**config.mk**
```make
export PLATFORM = sky130hd
export DESIGN_NAME = css_descendant_pseudo_colon_lookahead
export DESIGN_NICKNAME = d
export VERILOG_FILES = /design/src/sv/css_dpcl_pkg.sv /design/src/sv/css_descendant_pseudo_colon_lookahead.sv
export VERILOG_INCLUDE_DIRS = /design/src /design/src/sv
export SDC_FILE = /design/constraint.sdc
export NUM_CORES = 1
export LEC_CHECK = 0
export BUFFER_PORTS_ARGS = -buffer_cell sky130_fd_sc_hd__buf_2
export CAP_MARGIN = 15
export CORE_ASPECT_RATIO = 1.1
export CORE_MARGIN = 2
export CORE_UTILIZATION = 40
export CTS_CLUSTER_SIZE = 25
export DETAILED_ROUTE_END_ITERATION = 8
export PLACE_DENSITY = 0.67
export SLEW_MARGIN = 20
export SYNTH_ARGS = -nofsm -noshare
export SYNTH_HDL_FRONTEND = slang
export SYNTH_SLANG_ARGS = --single-unit
```
**constraint.sdc**
```tcl
create_clock -name clk -period 5.4 [get_ports clk]
set_input_delay 0.27 -clock clk [delete_from_list [all_inputs] [get_ports clk]]
set_output_delay 0.27 -clock clk [all_outputs]
set_load 0.1 [all_outputs]
```
**src/sv/css_descendant_pseudo_colon_lookahead_assert.svh**
```systemverilog
// Assertion macros for the descendant/pseudo-colon lookahead scanner.
`ifndef CSS_DESCENDANT_PSEUDO_COLON_LOOKAHEAD_ASSERT_SVH
`define CSS_DESCENDANT_PSEUDO_COLON_LOOKAHEAD_ASSERT_SVH

// Same-cycle implication, sampled on clk, off during reset.
`define CSS_DPCL_ASSERT_IMP(lbl, ante, cons) \
    lbl: assert property (@(posedge clk) disable iff (!rst_n) (ante) |-> (cons)) \
        else $error("scanner assertion failed");

// Next-cycle implication, sampled on clk, off during reset.
`define CSS_DPCL_ASSERT_NXT(lbl, ante, cons) \
    lbl: assert property (@(posedge clk) disable iff (!rst_n) (ante) |=> (cons)) \
        else $error("scanner assertion failed");

`endif

```
**src/sv/css_dpcl_pkg.sv**
```systemverilog
// Character codes and symbol codes for the descendant/pseudo-colon scanner.
package css_dpcl_pkg;

    localparam int CHAR_W = 21;

    localparam logic [CHAR_W-1:0] CH_TAB    = 21'h09;
    localparam logic [CHAR_W-1:0] CH_CR     = 21'h0D;
    localparam logic [CHAR_W-1:0] CH_SPACE  = 21'h20;
    localparam logic [CHAR_W-1:0] CH_HASH   = 21'h23;
    localparam logic [CHAR_W-1:0] CH_STAR   = 21'h2A;
    localparam logic [CHAR_W-1:0] CH_DASH   = 21'h2D;
    localparam logic [CHAR_W-1:0] CH_DOT    = 21'h2E;
    localparam logic [CHAR_W-1:0] CH_SLASH  = 21'h2F;
    localparam logic [CHAR_W-1:0] CH_ZERO   = 21'h30;
    localparam logic [CHAR_W-1:0] CH_NINE   = 21'h39;
    localparam logic [CHAR_W-1:0] CH_COLON  = 21'h3A;
    localparam logic [CHAR_W-1:0] CH_SEMI   = 21'h3B;
    localparam logic [CHAR_W-1:0] CH_UPPER_A = 21'h41;
    localparam logic [CHAR_W-1:0] CH_UPPER_Z = 21'h5A;
    localparam logic [CHAR_W-1:0] CH_LBRACK = 21'h5B;
    localparam logic [CHAR_W-1:0] CH_LOWER_A = 21'h61;
    localparam logic [CHAR_W-1:0] CH_LOWER_Z = 21'h7A;
    localparam logic [CHAR_W-1:0] CH_LBRACE = 21'h7B;
    localparam logic [CHAR_W-1:0] CH_RBRACE = 21'h7D;

    localparam logic SYM_DESCENDANT = 1'b0;
    localparam logic SYM_PSEUDO     = 1'b1;

    localparam int OFF_W = 10;

endpackage

```
**src/sv/css_descendant_pseudo_colon_lookahead.sv**
```systemverilog
// Lookahead scanner: descendant whitespace combinator versus pseudo-class colon.
// A verdict is registered and appears on the result port in the cycle after its character word is taken.
// Throughput: one character word per cycle while item_ready is high; the phase register updates once per word.
// A word is taken whenever the result register is empty or is being drained.
// Reset (rst_n low, asynchronous) returns the scan to idle and clears flags,
// counters and the result register.
module css_descendant_pseudo_colon_lookahead #(
    parameter int OFFSET_MAX = 1023
) (
    input  logic                              clk,
    input  logic                              rst_n,
    input  logic                              item_valid,
    output logic                              item_ready,
    input  logic                              scan_start,
    input  logic                              recovery_valid,
    input  logic                              descendant_valid,
    input  logic                              pseudo_valid,
    input  logic [css_dpcl_pkg::CHAR_W-1:0]   char_code,
    input  logic                              at_end,
    output logic                              result_valid,
    input  logic                              result_ready,
    output logic                              accepted,
    output logic                              symbol,
    output logic [css_dpcl_pkg::OFF_W-1:0]    marked_offset
);
    import css_dpcl_pkg::*;

    `include "css_descendant_pseudo_colon_lookahead_assert.svh"

    localparam int CW = $clog2(OFFSET_MAX + 1);
    localparam logic [CW-1:0] OFF_LIMIT = CW'(OFFSET_MAX);

    typedef enum logic [3:0] {
        PH_IDLE,
        PH_D_WS,
        PH_D_COLON,
        PH_D_SEARCH,
        PH_P_WS,
        PH_P_COLON,
        PH_P_ADV,
        PH_P_SLASH,
        PH_P_STAR
    } phase_t;

    phase_t          phase_reg, phase_next;
    logic            pseudo_reg, pseudo_next;
    logic            comment_reg, comment_next;
    logic [CW-1:0]   count_reg, count_next;
    logic [CW-1:0]   mark_reg, mark_next;

    logic            result_valid_reg;
    logic            accepted_reg;
    logic            symbol_reg;
    logic [OFF_W-1:0] offset_reg;

    logic [CHAR_W-1:0] c;
    logic c_ws, c_alnum, c_lead, c_colon, c_semi, c_lbrace, c_rbrace, c_slash, c_star;
    logic [CW-1:0]   count_base, count_bump, loop_mark, off_val;
    logic [CW+OFF_W-1:0] off_ext;
    logic            item_fire, emit, acc, sym;
    logic            do_reject, do_accept, do_loop;

    assign c = at_end ? '0 : char_code;

    assign c_ws     = (c == CH_SPACE) || (c >= CH_TAB && c <= CH_CR);
    assign c_alnum  = (c >= CH_ZERO && c <= CH_NINE) || (c >= CH_UPPER_A && c <= CH_UPPER_Z)
                   || (c >= CH_LOWER_A && c <= CH_LOWER_Z);
    assign c_lead   = (c == CH_HASH) || (c == CH_DOT) || (c == CH_LBRACK) || (c == CH_DASH)
                   || (c == CH_STAR) || c_alnum;
    assign c_colon  = (c == CH_COLON);
    assign c_semi   = (c == CH_SEMI);
    assign c_lbrace = (c == CH_LBRACE);
    assign c_rbrace = (c == CH_RBRACE);
    assign c_slash  = (c == CH_SLASH);
    assign c_star   = (c == CH_STAR);

    assign count_base = scan_start ? '0 : count_reg;
    assign count_bump = (count_base < OFF_LIMIT) ? count_base + 1'b1 : count_base;
    assign loop_mark  = (phase_reg == PH_P_COLON) ? count_reg : mark_reg;

    assign item_ready = !result_valid_reg || result_ready;
    assign item_fire  = item_valid && item_ready;

    always_comb
    begin
        phase_next   = phase_reg;
        pseudo_next  = pseudo_reg;
        comment_next = comment_reg;
        count_next   = count_reg;
        mark_next    = mark_reg;
        do_reject    = 1'b0;
        do_accept    = 1'b0;
        do_loop      = 1'b0;
        sym          = SYM_DESCENDANT;
        off_val      = '0;
        if (scan_start)
        begin
            pseudo_next  = pseudo_valid;
            comment_next = 1'b0;
            count_next   = '0;
            mark_next    = '0;
            if (recovery_valid)
                do_reject = 1'b1;
            else if (c_ws && descendant_valid)
            begin
                count_next = count_bump;
                phase_next = PH_D_WS;
            end
            else if (pseudo_valid && c_ws)
            begin
                count_next = count_bump;
                phase_next = PH_P_WS;
            end
            else if (pseudo_valid && c_colon)
            begin
                count_next = count_bump;
                phase_next = PH_P_COLON;
            end
            else
                do_reject = 1'b1;
        end
        else
        begin
            unique case (phase_reg) inside
                PH_IDLE:
                begin
                end
                PH_D_WS:
                begin
                    if (c_ws)
                        count_next = count_bump;
                    else
                    begin
                        mark_next = count_reg;
                        if (c_lead)
                        begin
                            do_accept = 1'b1;
                            off_val   = count_reg;
                        end
                        else if (c_colon)
                        begin
                            count_next = count_bump;
                            phase_next = PH_D_COLON;
                        end
                        else
                            do_reject = 1'b1;
                    end
                end
                PH_D_COLON, PH_D_SEARCH:
                begin
                    if (phase_reg == PH_D_COLON && c_ws)
                        do_reject = 1'b1;
                    else if (at_end || c_semi || c_rbrace)
                        do_reject = 1'b1;
                    else if (c_lbrace)
                    begin
                        do_accept = 1'b1;
                        off_val   = mark_reg;
                    end
                    else
                    begin
                        count_next = count_bump;
                        phase_next = PH_D_SEARCH;
                    end
                end
                PH_P_WS:
                begin
                    if (pseudo_reg && c_ws)
                        count_next = count_bump;
                    else if (pseudo_reg && c_colon)
                    begin
                        count_next = count_bump;
                        phase_next = PH_P_COLON;
                    end
                    else
                        do_reject = 1'b1;
                end
                PH_P_COLON:
                begin
                    if (c_colon)
                        do_reject = 1'b1;
                    else
                    begin
                        mark_next    = count_reg;
                        comment_next = 1'b0;
                        do_loop      = 1'b1;
                    end
                end
                PH_P_ADV:
                begin
                    if (c_lbrace && !comment_reg)
                    begin
                        do_accept = 1'b1;
                        sym       = SYM_PSEUDO;
                        off_val   = mark_reg;
                    end
                    else if (c_slash && !comment_reg)
                    begin
                        count_next = count_bump;
                        phase_next = PH_P_SLASH;
                    end
                    else if (c_star && comment_reg)
                    begin
                        count_next = count_bump;
                        phase_next = PH_P_STAR;
                    end
                    else
                        do_loop = 1'b1;
                end
                PH_P_SLASH:
                begin
                    if (c_star)
                        comment_next = 1'b1;
                    do_loop = 1'b1;
                end
                PH_P_STAR:
                begin
                    if (c_slash)
                        comment_next = 1'b0;
                    do_loop = 1'b1;
                end
                default:
                    phase_next = PH_IDLE;
            endcase
        end

        if (do_loop)
        begin
            if (at_end)
            begin
                do_accept = 1'b1;
                sym       = SYM_PSEUDO;
                off_val   = loop_mark;
            end
            else if (c_semi || c_rbrace)
                do_reject = 1'b1;
            else
            begin
                count_next = count_bump;
                phase_next = PH_P_ADV;
            end
        end

        emit = do_accept || do_reject;
        acc  = do_accept;
        if (do_reject)
        begin
            sym     = SYM_DESCENDANT;
            off_val = '0;
        end
        if (emit)
            phase_next = PH_IDLE;
    end

    assign off_ext = {{OFF_W{1'b0}}, off_val};

    always_ff @(posedge clk or negedge rst_n)
    begin
        if (!rst_n)
        begin
            phase_reg        <= PH_IDLE;
            pseudo_reg       <= 1'b0;
            comment_reg      <= 1'b0;
            count_reg        <= '0;
            mark_reg         <= '0;
            result_valid_reg <= 1'b0;
            accepted_reg     <= 1'b0;
            symbol_reg       <= SYM_DESCENDANT;
            offset_reg       <= '0;
        end
        else
        begin
            if (item_fire)
            begin
                phase_reg   <= phase_next;
                pseudo_reg  <= pseudo_next;
                comment_reg <= comment_next;
                count_reg   <= count_next;
                mark_reg    <= mark_next;
            end
            if (item_fire && emit)
            begin
                result_valid_reg <= 1'b1;
                accepted_reg     <= acc;
                symbol_reg       <= sym;
                offset_reg       <= off_ext[OFF_W-1:0];
            end
            else if (result_ready)
                result_valid_reg <= 1'b0;
        end
    end

    assign result_valid  = result_valid_reg;
    assign accepted      = accepted_reg;
    assign symbol        = symbol_reg;
    assign marked_offset = offset_reg;

    `CSS_DPCL_ASSERT_NXT(a_idle_holds,
        item_fire && !scan_start && phase_reg == PH_IDLE, phase_reg == PH_IDLE)
    `CSS_DPCL_ASSERT_IMP(a_reject_clean,
        result_valid_reg && !accepted_reg, symbol_reg == SYM_DESCENDANT && offset_reg == '0)
    `CSS_DPCL_ASSERT_IMP(a_count_sat, 1'b1, count_reg <= OFF_LIMIT && mark_reg <= count_reg)
    `CSS_DPCL_ASSERT_NXT(a_verdict_idle, item_fire && emit, phase_reg == PH_IDLE && result_valid_reg)

endmodule
```
# After elaboration in Yosys (flattened, before gate mapping)

Cells that the tools add are included.

Register bits after elaboration: 39
Latch bits: 0
Memory bits (writable): 0
ROM bits: 0
Input port bits: 30
Output and inout bits: 14
Word-level logic and storage cells: 186
Memories kept: 0

$add $sub $neg: 1
Multiply operators: 0
Div/mod/pow operators: 0
Order comparisons: 9
Equal/unequal tests: 23
Shifts and indexed selects: 0
Muxes and demuxes: 104
Bitwise gates (word level): 0
Reductions and logical operators: 40

Operator list:

| operator                                                            | count |
|---|---|
| two-way mux 10 bit                                                  | 35 |
| equality test 21 x 6 -> 1 bit (second input constant)               | 8 |
| two-way mux 4 bit                                                   | 20 |
| equality test 21 x 7 -> 1 bit (second input constant)               | 3 |
| greater-or-equal comparator 21 x 7 -> 1 bit (second input constant) | 2 |
| <= comparator 21 x 7 -> 1 bit (second input constant)               | 2 |
| two-way mux 1 bit                                                   | 40 |
| case mux 10 bit (4 select lines)                                    | 1 |
| case mux 10 bit (3 select lines)                                    | 1 |
| greater-or-equal comparator 21 x 4 -> 1 bit (second input constant) | 1 |
| greater-or-equal comparator 21 x 6 -> 1 bit (second input constant) | 1 |
| <= comparator 21 x 4 -> 1 bit (second input constant)               | 1 |
| <= comparator 21 x 6 -> 1 bit (second input constant)               | 1 |
| two-way mux 21 bit                                                  | 1 |
| case mux 10 bit (2 select lines)                                    | 1 |
| case mux 4 bit (5 select lines)                                     | 1 |
| equality test 4 x 3 -> 1 bit (second input constant)                | 4 |
| logical AND 1 bit                                                   | 15 |
| logical OR 1 bit                                                    | 13 |
| inequality test 3 bit (second input constant)                       | 4 |
| adder 10 x 1 -> 10 bit (second input constant)                      | 1 |
| less-than comparator 10 bit (second input constant)                 | 1 |
| case mux 1 bit (3 select lines)                                     | 3 |
| equality test 4 x 2 -> 1 bit (second input constant)                | 2 |
| 13 further kinds                                                    | 15 |

# Depth between registers and ports, before layout

Gate-level depths: netlist of the first run.

Depth in word-level cells: 17
Mapped depth: 11
Gate-level depth less buffers: 10

# Least setup slack after synthesis of the first run

OpenSTA, ideal clock, no wires.

Path kind: flip-flop to flip-flop
From: register result_valid_reg, in the netlist result_valid
To: register count_reg[7]
Library setup time: 0.124 ns
Arrival time: 2.913 ns
Required time: 5.276 ns
Setup slack: 2.363 ns
Cell stages (with the launch flop): 8
Path buffers: 2
Period minus slack after synthesis: 3.037 ns
Cells stage by stage: dfrtp_1 nand2b_1 and2_1 clkbuf_1 clkbuf_1 o21ai_0 nor2_1 a211o_1

Cells in the longest elaborated chain, start to end: 3

RTL lines:

| element                | line                                         | source |
|---|---|---|
| start, declared        | css_descendant_pseudo_colon_lookahead.sv:51  | `logic result_valid_reg;` |
| start signal, assigned | css_descendant_pseudo_colon_lookahead.sv:266 | `result_valid_reg <= 1'b0;` |
| start signal, assigned | css_descendant_pseudo_colon_lookahead.sv:283 | `result_valid_reg <= 1'b1;` |
| start signal, assigned | css_descendant_pseudo_colon_lookahead.sv:289 | `result_valid_reg <= 1'b0;` |
| logical NOT 1 bit      | css_descendant_pseudo_colon_lookahead.sv:81  | `assign item_ready = !result_valid_reg \|\| result_ready;` |
| logical OR 1 bit       | css_descendant_pseudo_colon_lookahead.sv:81  |  |
| named net item_ready   | css_descendant_pseudo_colon_lookahead.sv:13  | `output logic item_ready,` |
| logical AND 1 bit      | css_descendant_pseudo_colon_lookahead.sv:82  | `assign item_fire = item_valid && item_ready;` |
| end signal, assigned   | css_descendant_pseudo_colon_lookahead.sv:278 | `count_reg <= count_next;` |
| end, declared          | css_descendant_pseudo_colon_lookahead.sv:48  | `logic [CW-1:0] count_reg, count_next;` |

The timed path passes the listed nets, and every way through them passes these cells.
A chain may end at the register's enable or synchronous reset.

# Final worst setup path of the first run

From: register phase_reg[1]
To: register offset_reg[2], in the netlist marked_offset[2]

Cells in the longest elaborated chain, start to end: 10
Elaborated cells on any way between the ends: 33
Those cells by class: eq/ne (8); mux (20); reduce/logical (5)

RTL lines:

| element                         | line                                         | source |
|---|---|---|
| start, declared                 | css_descendant_pseudo_colon_lookahead.sv:45  | `phase_t phase_reg, phase_next;` |
| start signal, assigned          | css_descendant_pseudo_colon_lookahead.sv:275 | `phase_reg <= phase_next;` |
| equality test 4 x 2 -> 1 bit    | css_descendant_pseudo_colon_lookahead.sv:151 | `if (phase_reg == PH_D_COLON && c_ws)` |
| logical AND 1 bit               | css_descendant_pseudo_colon_lookahead.sv:151 |  |
| two-way mux 1 bit               | css_descendant_pseudo_colon_lookahead.sv:151 |  |
| case mux 1 bit (4 select lines) | css_descendant_pseudo_colon_lookahead.sv:124 | `unique case (phase_reg) inside` |
| two-way mux 1 bit               | css_descendant_pseudo_colon_lookahead.sv:96  | `if (scan_start)` |
| two-way mux 1 bit               | css_descendant_pseudo_colon_lookahead.sv:235 | `else if (c_semi \|\| c_rbrace)` |
| two-way mux 1 bit               | css_descendant_pseudo_colon_lookahead.sv:229 | `if (at_end)` |
| two-way mux 1 bit               | css_descendant_pseudo_colon_lookahead.sv:227 | `if (do_loop)` |
| logical OR 1 bit                | css_descendant_pseudo_colon_lookahead.sv:244 | `emit = do_accept \|\| do_reject;` |
| logical AND 1 bit               | css_descendant_pseudo_colon_lookahead.sv:281 | `if (item_fire && emit)` |
| end signal, assigned            | css_descendant_pseudo_colon_lookahead.sv:286 | `offset_reg <= off_ext[OFF_W-1:0];` |
| end, declared                   | css_descendant_pseudo_colon_lookahead.sv:54  | `logic [OFF_W-1:0] offset_reg;` |

Parallel ways exist; a longest one is shown, timed or not.

==> impl_metrics.env, run 1 <==
export IMPL_yosysTopAreaCell="dfrtp_1"
export IMPL_htreeDepth=2
export IMPL_die_w_um=88.89
export IMPL_synth_area_leaders="dfrtp_1, nand2_1, o2bb2ai_1"
export IMPL_fmax_ghz=0.3028
export IMPL_synth_main_ff_cell="dfrtp_1"
export IMPL_dr_max_layer_used="met4"
export IMPL_syn_cell_area_um2=3171
export IMPL_synth_common_cells="dfrtp_1, nand2_1, nor2_1, a21oi_1, clkbuf_1"
export IMPL_floorplan_initialDensity=0.4073
export IMPL_path_clk_slew_ns=0.09
export IMPL_setup_tns_ns=0
export IMPL_io_buffers=43
export IMPL_path_class="flip-flop to flip-flop"
export IMPL_post_cts_buffers=0
export IMPL_layout_cells_non_filler=532
export IMPL_cts_resized=0
export IMPL_worstSkewPairLatency_ns=0.30
export IMPL_skew_ns=0.009578
export IMPL_grt_pass1_vias=3219
export IMPL_multiInputGateArea_um2=2057
export IMPL_syn_inst=395
export IMPL_slew_violations=0
export IMPL_vias=3359
export IMPL_arrival_ns=3.52
export IMPL_power_mw=0.6756
export IMPL_dr_first_iter_drc_count=320
export IMPL_hold_viol=0
export IMPL_place_congestion=0.9551
export IMPL_area_growth_pct=12.15
export IMPL_diodes=0
export IMPL_grt_pass1_wl_mm=15.92
export IMPL_cts_tree="done"
export IMPL_cts_buffers=5
export IMPL_first_pass_iters=5
export IMPL_route_detailed_wl_per_inst_um=18.53
export IMPL_io_pins=44
export IMPL_hp_class="input port to async pin"
export IMPL_root_buffer="clkbuf_8"
export IMPL_synth_fp_nets=426
export IMPL_ys_seq_area_frac=0.3078
export IMPL_routed_wl_met3_um=605
export IMPL_netlist_area_leader_share=0.3078
export IMPL_drt_wl_total_mm=9.858
export IMPL_ir_drop_mv=0.1423
export IMPL_cts_buffer_depth=2
export IMPL_cts_sinks=39
export IMPL_setup_worst_path_end_class="flip-flop"
export IMPL_synth_edf_count=0
export IMPL_drt_vias_per_instance=6.314
export IMPL_synth_cell_type_count=69
export IMPL_postSynth_asyncResetShare=1.000
export IMPL_hold_buffers=0
export IMPL_grt_ovfl_total=0
export IMPL_drc=0
export IMPL_drive_above_1_share=0.1792
export IMPL_setup_viol=0
export IMPL_ant_nets=0
export IMPL_grt_max_degree=40
export IMPL_yosysWarnings=0
export IMPL_dieHeight_um=97.38
export IMPL_worst_ep_required_time_ns=5.62
export IMPL_tightest_slew_ns=1.005
export IMPL_slew_headroom=0.3239
export IMPL_fp_dieArea_um2=8655
export IMPL_regArea_um2=975.9
export IMPL_route_met2_wl_mm=4.856
export IMPL_period_minus_slack_ns=3.303
export IMPL_fillers=759
export IMPL_power_density_nw_per_um2=190.0
export IMPL_hpwlAfterDp_mm=7.352
export IMPL_status="finished, final reports clean"
export IMPL_cp_start_kind="flip-flop"
export IMPL_design_core_area_um2=7785
export IMPL_period_share=0.6116
export IMPL_antenna_found_initial=0
export IMPL_dp_cells=524
export IMPL_syn_avg_cell_area_um2=8.027
export IMPL_grt_total_usage=0.2343
export IMPL_ys_ff_latch=39
export IMPL_cap_violations=0
export IMPL_placementRows=34
export IMPL_wl_met1_mm=4.001
export IMPL_cp_max_fo=16
export IMPL_rsz0062_at_grt="no"
export IMPL_power_leakage_nw=1.368
export IMPL_nets=454
-- logic make-up after synthesis --
family          after synthesis  synth area share
simple gates                182            0.3200
flops                        39            0.3078
fa+ha+maj                     1          0.003946
buf+inv                      36           0.04459
compound gates              124            0.2814
mux                           9           0.03118
xor+xnor                      4           0.01105
-- metrics by stage --
step	hold WS [ns]	util	cell area (um^2)	setup WS, ns
6_report	0.08119	0.4568	3556	2.097
5_1_grt	0.1630	0.4568	3556	1.760
4_1_cts	0.1085	0.4563	3552	2.092
3_5_place_dp	0.4412	0.4413	3436	1.789
3_3_place_gp	0.4373	0.4413	3436	1.937
2_1_floorplan	-0.02559	-	3171	2.363
-- area by class of cell --
cell class	instances	share of cell area
clock buffer	5	0.01935
sequential	39	0.2745
clock inverter	3	0.01337
multi-input combinational	320	0.5785
inverter	13	0.01372
timing repair buffer	44	0.06263
tap	108	0.03800
-- routing by layer --
layer  track usage  vias up
met1        0.2880     1610
met4        0.1061        0
met3       0.03653       29
li1              -     1578
met2        0.3944      142
met5             0        -
-- where the power goes --
part / internal, mW / total, mW / switching (mW)
Clock: 0.140 / 0.256 / 0.116
Combinational: 0.0360 / 0.113 / 0.0766
Sequential: 0.299 / 0.307 / 0.00862
-- worst max-delay path, cell delays in order, from the launching register on --
cell       delay [ns]
dfrtp_1          0.69
nor4bb_1         0.57
nand2b_1         0.29
a41oi_1          0.31
a31o_1           0.25
o21ai_0          0.12
o21ai_1          0.61
a22oi_1          0.20
o2bb2ai_1        0.18
-- placed cells by master, fill, tap and decap left out, drive strengths merged, types with 4 or more instances in the layout --
cell type  synthesis  final
o211ai             4      4
and2               6      6
nor2b             11     11
nand2             39     39
nor3              10     10
o22ai              4      4
a22oi             10     10
o31a               5      5
nor4b              4      4
o2bb2ai           13     13
nor2              29     29
a31oi              8      8
a21oi             23     23
mux2               7      7
o31ai              5      5
or4                8      8
buf                3     44
nand2b             6      6
o21ai             22     22
inv               13     14
nand4             11     11
dfrtp             39     39
or3                5      5
clkbuf            20      5
nor4               9      9
nand3             16     16
nand3b             9      9
-- worst paths after layout --
| path | cells past startpoint | from | slack [ns] | end |
|---|---|---|---|---|
| setup / recovery | 8 | phase_reg[1] | 2.10 | marked_offset[2] |
| hold / removal | 1 | rst_n | 0.08 | count_reg[8] |
| setup reg to reg | 8 | phase_reg[1] | 2.10 | marked_offset[2] |
| hold reg to reg | 2 | accepted | 0.49 | accepted |
| max in group asynchronous | 1 | rst_n | 4.75 | marked_offset[0] |
| min in group clk | 2 | item_valid | 0.19 | result_valid |
No activity file was read; power rests on OpenSTA's default activity.
==> run 2: changes to the inputs <==
Settings changed: PLACE_DENSITY 0.67 to 0.69.
Clock period 5.4 ns to 2.7 ns, I/O delays scaled along.
==> impl_metrics.env, run 2 (synthesized netlist as in run 1, its figures left out) <==
export IMPL_ir_drop_mv=0.3670
export IMPL_path_class="input port to flip-flop"
export IMPL_slew_violations=0
export IMPL_placementRows=34
export IMPL_status="finished, final reports clean"
export IMPL_setup_worst_path_end_class="flip-flop"
export IMPL_drc=0
export IMPL_io_buffers=43
export IMPL_die_w_um=88.89
export IMPL_io_pins=44
export IMPL_cp_start_kind="input port"
export IMPL_design_core_area_um2=7785
export IMPL_fillers=750
export IMPL_nets=537
export IMPL_reg2reg_depth=10
export IMPL_power_leakage_nw=1.759
export IMPL_hpwlAfterDp_mm=8.102
export IMPL_fmax_ghz=0.3799
export IMPL_hold_path_depth=2
export IMPL_hp_class="input port to flip-flop"
export IMPL_antenna_found_initial=0
export IMPL_worstSkewPairLatency_ns=0.30
export IMPL_dieHeight_um=97.38
export IMPL_finalCoreUtilization=0.5371
export IMPL_grt_ovfl_total=0
export IMPL_drt_wl_total_mm=10.53
export IMPL_rsz0062_at_grt="no"
export IMPL_skew_ns=0.006213
export IMPL_fp_dieArea_um2=8655
export IMPL_layout_common_cells="buf_4, buf_2, nand2_1, dfrtp_1, nor2_1"
export IMPL_drt_vias_per_instance=5.924
export IMPL_period_share=0.9748
export IMPL_vias=3643
export IMPL_setup_viol=0
export IMPL_diodes=0
export IMPL_layout_commonest_cell="buf_4"
export IMPL_first_pass_iters=5
export IMPL_dr_first_iter_drc_count=246
export IMPL_htreeDepth=2
export IMPL_rrSetupSlack_ns=0.15
export IMPL_ant_nets=0
export IMPL_root_buffer="clkbuf_8"
export IMPL_grt_pass1_vias=3595
export IMPL_floorplan_initialDensity=0.4073
export IMPL_grt_max_degree=40
export IMPL_path_clk_slew_ns=0.08
export IMPL_cts_buffer_depth=2
export IMPL_arrival_ns=2.81
export IMPL_grt_pass1_wl_mm=17.73
export IMPL_period_minus_slack_ns=2.632
export IMPL_power_density_nw_per_um2=311.9
export IMPL_cts_tree="done"
export IMPL_hold_viol=0
export IMPL_worst_ep_required_time_ns=2.88
export IMPL_route_detailed_wl_per_inst_um=17.12
export IMPL_cp_max_fo=10
export IMPL_cap_violations=0
export IMPL_cts_sinks=39
export IMPL_slew_headroom=0.3961
export IMPL_cts_buffers=5
export IMPL_setup_tns_ns=0
export IMPL_area_growth_pct=31.89
export IMPL_place_congestion=0.9555
export IMPL_tightest_slew_ns=0.9058
export IMPL_grt_total_usage=0.2556
export IMPL_drive_above_1_share=0.3215
## run 2: worst max-delay path: stages
cell and delay (ns):
buf_2 0.10, or4_4 0.53, or4_4 0.53, or3_1 0.36
a31o_1 0.28, o21a_1 0.23, a21bo_2 0.28, a22oi_1 0.25
o2bb2ai_1 0.11
## run 2: final timing paths
kind,startpoint,endpoint
setup / recovery,char_code[7],marked_offset[6]
min in group asynchronous,rst_n,pseudo_reg
hold / removal,item_valid,result_valid
hold reg to reg,accepted,accepted
max in group asynchronous,rst_n,result_valid
setup reg to reg,phase_reg[3],marked_offset[6]
## run 2: what timing repair did
| action | 4_1_cts | 5_1_grt |
|---|---|---|
| pin swaps | 0 | 1 |
| setup buffers | 0 | 1 |
| setup endpoints to repair | 7 | 15 |
| gates resized for setup | 2 | 3 |
| hold buffers | 1 | 0 |
| hold endpoints to repair | 39 | 0 |
## run 2: final cells by class
type	instances	area [um^2]	area share
multi-input cells	320	2081	0.4976
flip-flops and latches	39	975.9	0.2334
repair buffers	127	848.3	0.2029
well taps	108	135.1	0.03232
clock buffers	5	68.82	0.01646
inverters	13	48.80	0.01167
clock inverters	3	23.77	0.005685
## run 2: power breakdown
| part | internal (mW) | leakage (nW) | switching, mW |
|---|---|---|---|
| clock | 0.185 | 0.0408 | 0.230 |
| combinational | 0.109 | 1.18 | 0.170 |
| sequential | 0.597 | 0.537 | 0.0122 |
## run 2: metrics by stage
stage | instances | total power [mW] | setup slack (ns) | hold slack (ns) | instance area, um^2
floorplan | 395 | 0.7695 | -0.001315 | -0.1606 | 3186
global placement | 605 | 0.8910 | -0.2767 | 0.3068 | 4056
detailed placement | 605 | 0.8934 | -0.2949 | 0.3065 | 4056
CTS | 614 | 1.316 | 0.08214 | 0.07926 | 4164
global route | 615 | 1.372 | 0.007599 | 0.08132 | 4182
finish | 615 | 1.304 | 0.06792 | 0.08163 | 4182
## run 2: per-layer routing
layer  share of wire  vias to the layer above  track usage
li1                -                     1733            -
met1            0.45                     1729       0.3443
met2            0.47                      145       0.4185
met3           0.045                       36      0.02804
met4           0.034                        0      0.09091
met5               0                        -            0
==> run 3: changes to the inputs <==
Settings changed: PLACE_DENSITY 0.69 to 0.64.
==> impl_metrics.env, run 3 (synthesized netlist as in run 1, its figures left out) <==
export IMPL_skew_ns=0.01542
export IMPL_rrSetupSlack_ns=0.20
export IMPL_layout_commonest_cell="buf_4"
export IMPL_preCtsSetupSlack_ns=-0.3660
export IMPL_power_mw=1.390
export IMPL_area_growth_pct=31.22
export IMPL_hp_class="input port to flip-flop"
export IMPL_grt_pass1_wl_mm=17.14
export IMPL_grt_total_usage=0.2487
export IMPL_final_area_um2=4160
export IMPL_worstSkewPairLatency_ns=0.31
export IMPL_power_density_nw_per_um2=334.2
export IMPL_nets=528
export IMPL_setup_tns_ns=0
export IMPL_period_share=0.9773
export IMPL_root_buffer="clkbuf_8"
export IMPL_floorplan_initialDensity=0.4073
export IMPL_cts_sinks=39
export IMPL_regArea_um2=975.9
export IMPL_status="finished, final reports clean"
export IMPL_htreeDepth=2
export IMPL_setup_worst_path_end_class="flip-flop"
export IMPL_multiInputGateArea_um2=2107
export IMPL_antenna_found_initial=0
export IMPL_cp_start_kind="input port"
export IMPL_design_core_area_um2=7785
export IMPL_path_clk_slew_ns=0.08
export IMPL_slew_headroom=0.4144
export IMPL_setup_viol=0
export IMPL_drt_wl_total_mm=10.45
export IMPL_grt_pass1_vias=3488
export IMPL_clockPowerShare=0.361
export IMPL_path_class="input port to flip-flop"
export IMPL_net_switching_power_mw=0.4103
export IMPL_period_minus_slack_ns=2.639
export IMPL_setup_ws_ns=0.06121
export IMPL_dr_first_iter_drc_count=277
export IMPL_power_leakage_nw=1.745
export IMPL_slew_violations=0
export IMPL_power_switching_fraction=0.2951
export IMPL_cts_tree="done"
export IMPL_dp_cells=596
export IMPL_placementRows=34
export IMPL_diodes=0
export IMPL_placed_cell_area_um2=3989
export IMPL_rsz0062_at_grt="yes"
export IMPL_cts_buffers=5
export IMPL_tightest_slew_ns=0.8784
export IMPL_cp_max_fo=6
export IMPL_layout_common_cells="buf_4, buf_2, nand2_1, dfrtp_1, nor2_1"
export IMPL_p_seq_frac=0.438
export IMPL_hold_viol=0
export IMPL_fillers=757
export IMPL_arrival_ns=2.82
export IMPL_grt_ovfl_total=0
export IMPL_worst_ep_required_time_ns=2.88
export IMPL_drive_above_1_share=0.3133
export IMPL_first_pass_iters=5
export IMPL_comb_power_share=0.201
export IMPL_p_int_mw=0.9800
export IMPL_cap_violations=0
export IMPL_ir_drop_mv=0.3537
export IMPL_io_buffers=43
export IMPL_drt_vias_per_instance=6.041
export IMPL_grt_max_degree=40
export IMPL_fp_dieArea_um2=8655
export IMPL_hold_worst_slack_ns=0.07639
export IMPL_die_w_um=88.89
export IMPL_layout_cells_non_filler=606
export IMPL_route_detailed_wl_per_inst_um=17.24
export IMPL_hpwlAfterDp_mm=8.008
export IMPL_cts_buffer_depth=2
export IMPL_fmax_ghz=0.3790
export IMPL_place_congestion=0.9912
export IMPL_ant_nets=0
export IMPL_vias=3661
export IMPL_dieHeight_um=97.38
export IMPL_finalCoreUtilization=0.5344
export IMPL_io_pins=44
export IMPL_drc=0
-- run 3: power by group through the flow --
stage	clock network [mW]	registers [mW]	logic, mW
final	0.502	0.609	0.279
after global placement	0	0.620	0.266
after global routing	0.534	0.611	0.304
after CTS	0.512	0.609	0.273
after detailed placement	0	0.621	0.270
after floorplan	0	0.632	0.138
-- run 3: layer usage --
layer	wire (um)	vias up	global-route usage	share of wire
li1	-	1724	-	-
met1	4679	1767	0.3534	0.45
met2	4926	146	0.3812	0.47
met3	572	24	0.02804	0.055
met4	267	0	0.1002	0.026
met5	0	-	0	0
-- run 3: path summary, 6_finish.rpt --
kind,endpoint,from,cells after the start
setup / recovery,count_reg[1],char_code[7],9
hold / removal,result_valid,item_valid,2
setup reg to reg,count_reg[7],count_reg[0],10
hold reg to reg,accepted,accepted,2
max in group asynchronous,symbol,rst_n,2
min in group asynchronous,mark_reg[7],rst_n,2
-- run 3: area by class of cell --
type                    count  area share
inverters                  13     0.01173
clock buffers               5     0.01654
repair buffers            118      0.1877
multi-input cells         320      0.5065
flip-flops and latches     39      0.2346
well taps                 108     0.03248
clock inverters             3     0.01053
-- run 3: worst max-delay path: stages --
cell,delay (ns)
buf_2,0.10
or4_4,0.53
or4_4,0.57
or3_4,0.36
a31o_1,0.27
o21a_4,0.24
a21oi_2,0.14
nor2_1,0.10
a311o_1,0.38
-- run 3: repair_timing --
item / CTS / global route
pin swaps: 0 / 2
endpoints found under the setup margin: 5 / 22
buffers inserted: 0 / 1
endpoints found under the hold margin: 39 / 0
gates resized for setup: 1 / 8
hold buffers: 1 / 0
